===== config.mk =====
export PLATFORM = sky130hd
export DESIGN_NAME = usc_cell
export DESIGN_NICKNAME = d
export VERILOG_FILES = /design/src/hdl/usc_pkg.sv /design/src/hdl/usc_cell.sv
export SDC_FILE = /design/constraint.sdc
export NUM_CORES = 1
export LEC_CHECK = 0
export BUFFER_PORTS_ARGS = -buffer_cell sky130_fd_sc_hd__buf_2
export CORE_AREA = 5 5 253 255
export DETAILED_ROUTE_END_ITERATION = 12
export DIE_AREA = 0 0 258 260
export GPL_ROUTABILITY_DRIVEN = 0
export HOLD_SLACK_MARGIN = 0.06
export PLACE_DENSITY = 0.48
export REMOVE_ABC_BUFFERS = 1
export SLEW_MARGIN = 20
export SYNTH_ARGS = -nofsm -noshare
export SYNTH_HDL_FRONTEND = slang
export SYNTH_SLANG_ARGS = --single-unit
export TNS_END_PERCENT = 5

===== constraint.sdc =====
create_clock -name clk_i -period 6.1 [get_ports clk_i]
set_clock_uncertainty 0.1 [all_clocks]
set_input_delay 0.305 -clock clk_i [delete_from_list [all_inputs] [get_ports clk_i]]
set_output_delay 0.305 -clock clk_i [all_outputs]
set_load 0.01 [all_outputs]

===== src/hdl/usc_pkg.sv =====
// Package for the unsorted scan table: sizes, request and status codes,
// beat structs and the token and control structs shared by the cell chain.
// No dependencies.
package usc_pkg;

  localparam int unsigned Capacity = 64;
  localparam int unsigned KeyBits  = 64;
  localparam int unsigned DataBits = 32;
  localparam int unsigned IdxW     = $clog2(Capacity);
  localparam int unsigned CntW     = $clog2(Capacity + 1);

  typedef enum logic [2:0] {
    REQ_FIND     = 3'd0,
    REQ_INSERT   = 3'd1,
    REQ_DELETE   = 3'd2,
    REQ_READ     = 3'd3,
    REQ_CUR_RST  = 3'd4,
    REQ_CUR_NEXT = 3'd5,
    REQ_CUR_SET  = 3'd6,
    REQ_NOP      = 3'd7
  } req_e;

  typedef enum logic [2:0] {
    ST_OK        = 3'd0,
    ST_FULL      = 3'd1,
    ST_DUP_KEY   = 3'd2,
    ST_NOT_FOUND = 3'd3,
    ST_EMPTY_END = 3'd4
  } status_e;

  typedef enum logic [1:0] {
    SEL_FIRST   = 2'd0,
    SEL_CURRENT = 2'd1,
    SEL_LAST    = 2'd2
  } sel_e;

  typedef enum logic [2:0] {
    FSM_IDLE,
    FSM_LAUNCH,
    FSM_SCAN,
    FSM_COMPACT,
    FSM_FINISH
  } fsm_e;

  typedef struct packed {
    logic [2:0]  req_type;
    logic [63:0] key;
    logic [31:0] value;
    logic [1:0]  which_entry;
    logic [5:0]  position;
  } in_t;

  typedef struct packed {
    logic [2:0]  status;
    logic        hit;
    logic [63:0] key_out;
    logic [31:0] value_out;
    logic [6:0]  probes;
    logic        ended;
    logic [6:0]  cursor_out;
    logic [6:0]  count_out;
  } out_t;

  // Search token that walks the chain, one cell per cycle.
  typedef struct packed {
    logic                valid;
    logic                rd;
    logic [KeyBits-1:0]  key;
    logic [IdxW-1:0]     target;
    logic                found;
    logic [IdxW-1:0]     idx;
    logic [KeyBits-1:0]  key_out;
    logic [DataBits-1:0] val_out;
  } tok_t;

  // Broadcast control from the sequencer to every cell.
  typedef struct packed {
    logic                wr_en;
    logic [IdxW-1:0]     wr_idx;
    logic [KeyBits-1:0]  wr_key;
    logic [DataBits-1:0] wr_val;
    logic                shift_en;
    logic [IdxW-1:0]     shift_idx;
    logic [CntW-1:0]     count;
  } cell_ctrl_t;

endpackage


===== src/hdl/usc_cell.sv =====
// One entry of the scan table chain: holds a key and a data word, matches the
// passing token and hands it to the next cell. Depends on usc_pkg.
module usc_cell (
  input  logic                           clk_i,
  input  logic                           rst_ni,
  input  logic [usc_pkg::IdxW-1:0]       idx_i,
  input  usc_pkg::cell_ctrl_t            ctrl_i,
  input  usc_pkg::tok_t                  tok_i,
  output usc_pkg::tok_t                  tok_o,
  input  logic [usc_pkg::KeyBits-1:0]    nbr_key_i,
  input  logic [usc_pkg::DataBits-1:0]   nbr_val_i,
  output logic [usc_pkg::KeyBits-1:0]    key_o,
  output logic [usc_pkg::DataBits-1:0]   val_o
);
  import usc_pkg::*;

  logic [KeyBits-1:0]  key_q, key_d;
  logic [DataBits-1:0] val_q, val_d;
  tok_t                tok_q, tok_d;
  logic                tok_valid_q;
  logic                in_range;

  assign in_range = ({1'b0, idx_i} < ctrl_i.count);

  always_comb begin
    tok_d = tok_i;
    if (tok_i.valid && !tok_i.found) begin
      if (tok_i.rd) begin
        if (tok_i.target == idx_i) begin
          tok_d.found   = 1'b1;
          tok_d.idx     = idx_i;
          tok_d.key_out = key_q;
          tok_d.val_out = val_q;
        end
      end else if (in_range && (tok_i.key == key_q)) begin
        tok_d.found   = 1'b1;
        tok_d.idx     = idx_i;
        tok_d.key_out = key_q;
        tok_d.val_out = val_q;
      end
    end
  end

  always_comb begin
    key_d = key_q;
    val_d = val_q;
    // Compaction pulls the right neighbor down over this entry.
    if (ctrl_i.shift_en && (idx_i >= ctrl_i.shift_idx)) begin
      key_d = nbr_key_i;
      val_d = nbr_val_i;
    end else if (ctrl_i.wr_en && (ctrl_i.wr_idx == idx_i)) begin
      key_d = ctrl_i.wr_key;
      val_d = ctrl_i.wr_val;
    end
  end

  always_ff @(posedge clk_i) begin
    key_q <= key_d;
    val_q <= val_d;
    tok_q <= tok_d;
  end

  always_ff @(posedge clk_i or negedge rst_ni) begin
    if (!rst_ni) begin
      tok_valid_q <= 1'b0;
    end else begin
      tok_valid_q <= tok_i.valid;
    end
  end

  always_comb begin
    tok_o       = tok_q;
    tok_o.valid = tok_valid_q;
  end

  assign key_o = key_q;
  assign val_o = val_q;

endmodule


==> results.py <==
metrics = {
    "outcome": {
        "outcome": "completed",
    },
    "clocking": {
        "hold_buffers": 375,
        "h-tree-depth": 1,
        "cts_root_buf": "clkbuf_16",
        "cts_tree": "done",
        "cts.sinks": 271,
        "cts.repair.resized": 0,
        "cts_buffers": 31,
        "cts_setup_buffers": 0,
        "worstSkewPairLatency_ps": 580,
        "clk_path_buf_depth": 3,
        "path_clk_slew_ps": 60,
    },
    "sta": {
        "layout_min_cycle_time_ps": 4180,
        "worst_slack_ps": 1920,
        "slew_violations": 0,
        "fmax_ghz": 0.239,
        "rsz0062_at_grt": "false",
        "hold_viol_final": 0,
        "post-route-period-util_pct": 68.6,
        "slew_headroom_pct": 24.8,
        "setup_viol": 0,
        "tightestPinTransition_ps": 1130,
    },
    "floorplanning": {
        "coreArea_um2": 61400,
        "rows": 91,
        "boundaryPins": 667,
        "dieWidth_um": 258,
        "dieHeight_um": 260,
        "start_util_pct": 16.6,
        "dieArea_um2": 67100,
    },
    "place": {
        "io_buffers": 666,
        "dpl-instance-area_um2": 14500,
        "dpl.cell_count": 2187,
        "place_ws_ps": 2340,
        "dp_hpwl_um": 38500,
    },
    "detailed_routing": {
        "postRouteAntennaNets": 0,
        "num_vias": 10200,
        "dr.first_iter.drc_count": 375,
        "drc_errors": 0,
        "wl_per_cell_um": 19.7,
        "dr.pass1.iters": 5,
        "via_per_inst": 3.89,
        "drt-total-wl_um": 51500,
    },
    "logic_synthesis": {
        "async_flop_share_pct": 0.369,
        "synth-edff-count": 96,
        "synthTopCellsByArea": "dfxtp_1 (34%), edfxtp_1 (28%), mux2_2 (17%)",
        "seq_area_frac_synth_pct": 62.6,
        "synth_top_area_share_pct": 34.1,
        "mappedNetlistArea_um2": 10200,
        "syn_area_per_cell_um2": 13.5,
        "synth_top_area_cell": "dfxtp_1",
        "synthFlopType": "dfxtp_1",
        "synth-seq-cells": 271,
        "yosysWarnings": 0,
        "post_synth_num_cell_types": 43,
        "synth_cells": 755,
    },
    "finish": {
        "final_common_cell": "buf_2",
        "layout_common_cells": "buf_2 (666), dlygate4sd3_1 (375), dfxtp_1 (174)",
        "stdcell_area_um2": 19300,
        "drive_above_1_share_pct": 48.8,
        "utilization_pct": 31.5,
        "fin_nets": 2212,
        "syn_to_final_growth_pct": 89.1,
        "regArea_um2": 6390,
        "finalNonFillerCells": 2622,
        "fillers": 6186,
        "multi_input_area_um2": 3490,
    },
    "global_routing": {
        "antenna_found_initial": 9,
        "globalRouteTotalUtil_pct": 14.2,
        "grt_pass1_wl_um": 72300,
        "grt_overflow": 0,
        "grt_start_max_net_pins": 49,
        "grt_pass1_vias": 11300,
    },
    "worst_setup_path": {
        "start_kind": "flop",
        "crit_path_max_fanout": 41,
        "critPathArrivalTime_ps": 4540,
        "criticalPathCategory": "reg2reg",
        "worstSetupEndpointType": "flop",
        "critPathLaunch": "key_o[17]$_DFFE_PP_",
        "worstPathRequired_ps": 6460,
        "reg2reg_from": "key_o[17]$_DFFE_PP_",
    },
    "power_and_ir_drop": {
        "ir_drop_uv": 195,
        "p_leak_uw": 0.00873,
        "p_per_area_nw_per_um2": 257,
    },
    "flow_run": {
        "max-cap-violations": 0,
    },
    "worst_hold_path": {
        "hp-start": "tok_i[137]",
        "worst_hold_path_type": "in2reg",
    },
}
-- per-layer routing --
layer	track usage, %	up-vias	wire, um
met5	0	-	20
met4	4.82	4	1810
met3	3.31	91	3360
met2	25.4	442	25600
met1	16.8	4860	20700
li1	-	4812	-
-- area by class of cell --
class | count | area share (%)
Timing Repair Buffer | 1051 | 37.2
Sequential cell | 271 | 33.1
Multi-Input combinational cell | 385 | 18.1
Tap cell | 790 | 5.12
Clock buffer | 44 | 4.63
Inverter | 65 | 1.26
Clock inverter | 12 | 0.609
Antenna cell | 4 | 0.0518
-- state kept, by name, summed over array words and instances, names as in the netlist --
signal / cells
tok_o: 174
key_o: 64
val_o: 32
tok_valid_q: 1
-- path summary, 6_finish.rpt --
| path | endpoint | slack [ps] | cells after the start |
|---|---|---|---|
| min in group asynchronous | tok_valid_q$_DFF_PN0_ | 450 | 3 |
| hold / removal | tok_o[137]$_DFF_P_ | 280 | 2 |
| setup reg to reg | tok_o[96]$_DFF_P_ | 1920 | 7 |
| hold reg to reg | tok_o[50]$_DFF_P_ | 460 | 1 |
| max in group asynchronous | tok_valid_q$_DFF_PN0_ | 5340 | 3 |
| setup / recovery | tok_o[96]$_DFF_P_ | 1920 | 7 |
-- cells in the mapped netlist (3+ instances only) --
master and count:
o32ai_1 33, nor2b_1 3, mux2_2 155, dfxtp_1 174, xor2_1 31, xnor2_1 24, nor4_1 11, nand2b_1 15
o22ai_1 14, edfxtp_1 96, nand2_1 45, a21o_1 3, o2111ai_1 4, a22o_1 3, clkbuf_1 19, a21oi_1 3
buf_2 11, ha_1 11, nand4_1 6, inv_1 65
-- per-stage QoR --
stage | TNS [ps] | hold slack (ps) | total power (uW)
after detailed placement | 0 | -18.5 | 2910
after CTS | 0 | 219 | 5060
final | 0 | 284 | 4970
after global placement | 0 | -20.1 | 2910
after global routing | 0 | 252 | 5190
after floorplan | -190280 | -90.6 | 2460
-- critical path, cell delays in order (launching register included) --
cell,delay (ps)
edfxtp_1,340
inv_1,130
a22o_1,360
or4_1,640
nor3_2,520
and4_2,1080
o32ai_1,230
dlygate4sd3_1,620
-- power breakdown --
part           internal [uW]  switching, uW  total, uW
registers               2040            103       2150
clock network           1100            783       1880
logic                    518            429        947
total                   3660           1320       4970
-- cell families (layout without fill, tap and decap cells) --
group,count (synthesis),after routing,synth area share (%)
compound gates,71,71,5.61
xor+xnor,55,55,4.71
fa+ha+maj,11,11,1.35
buf+inv,99,1172,3.92
flops,271,271,62.6
mux,157,157,17.4
other cells,0,4,0
simple gates,91,91,4.48
(Power assumes the default switching activity.)
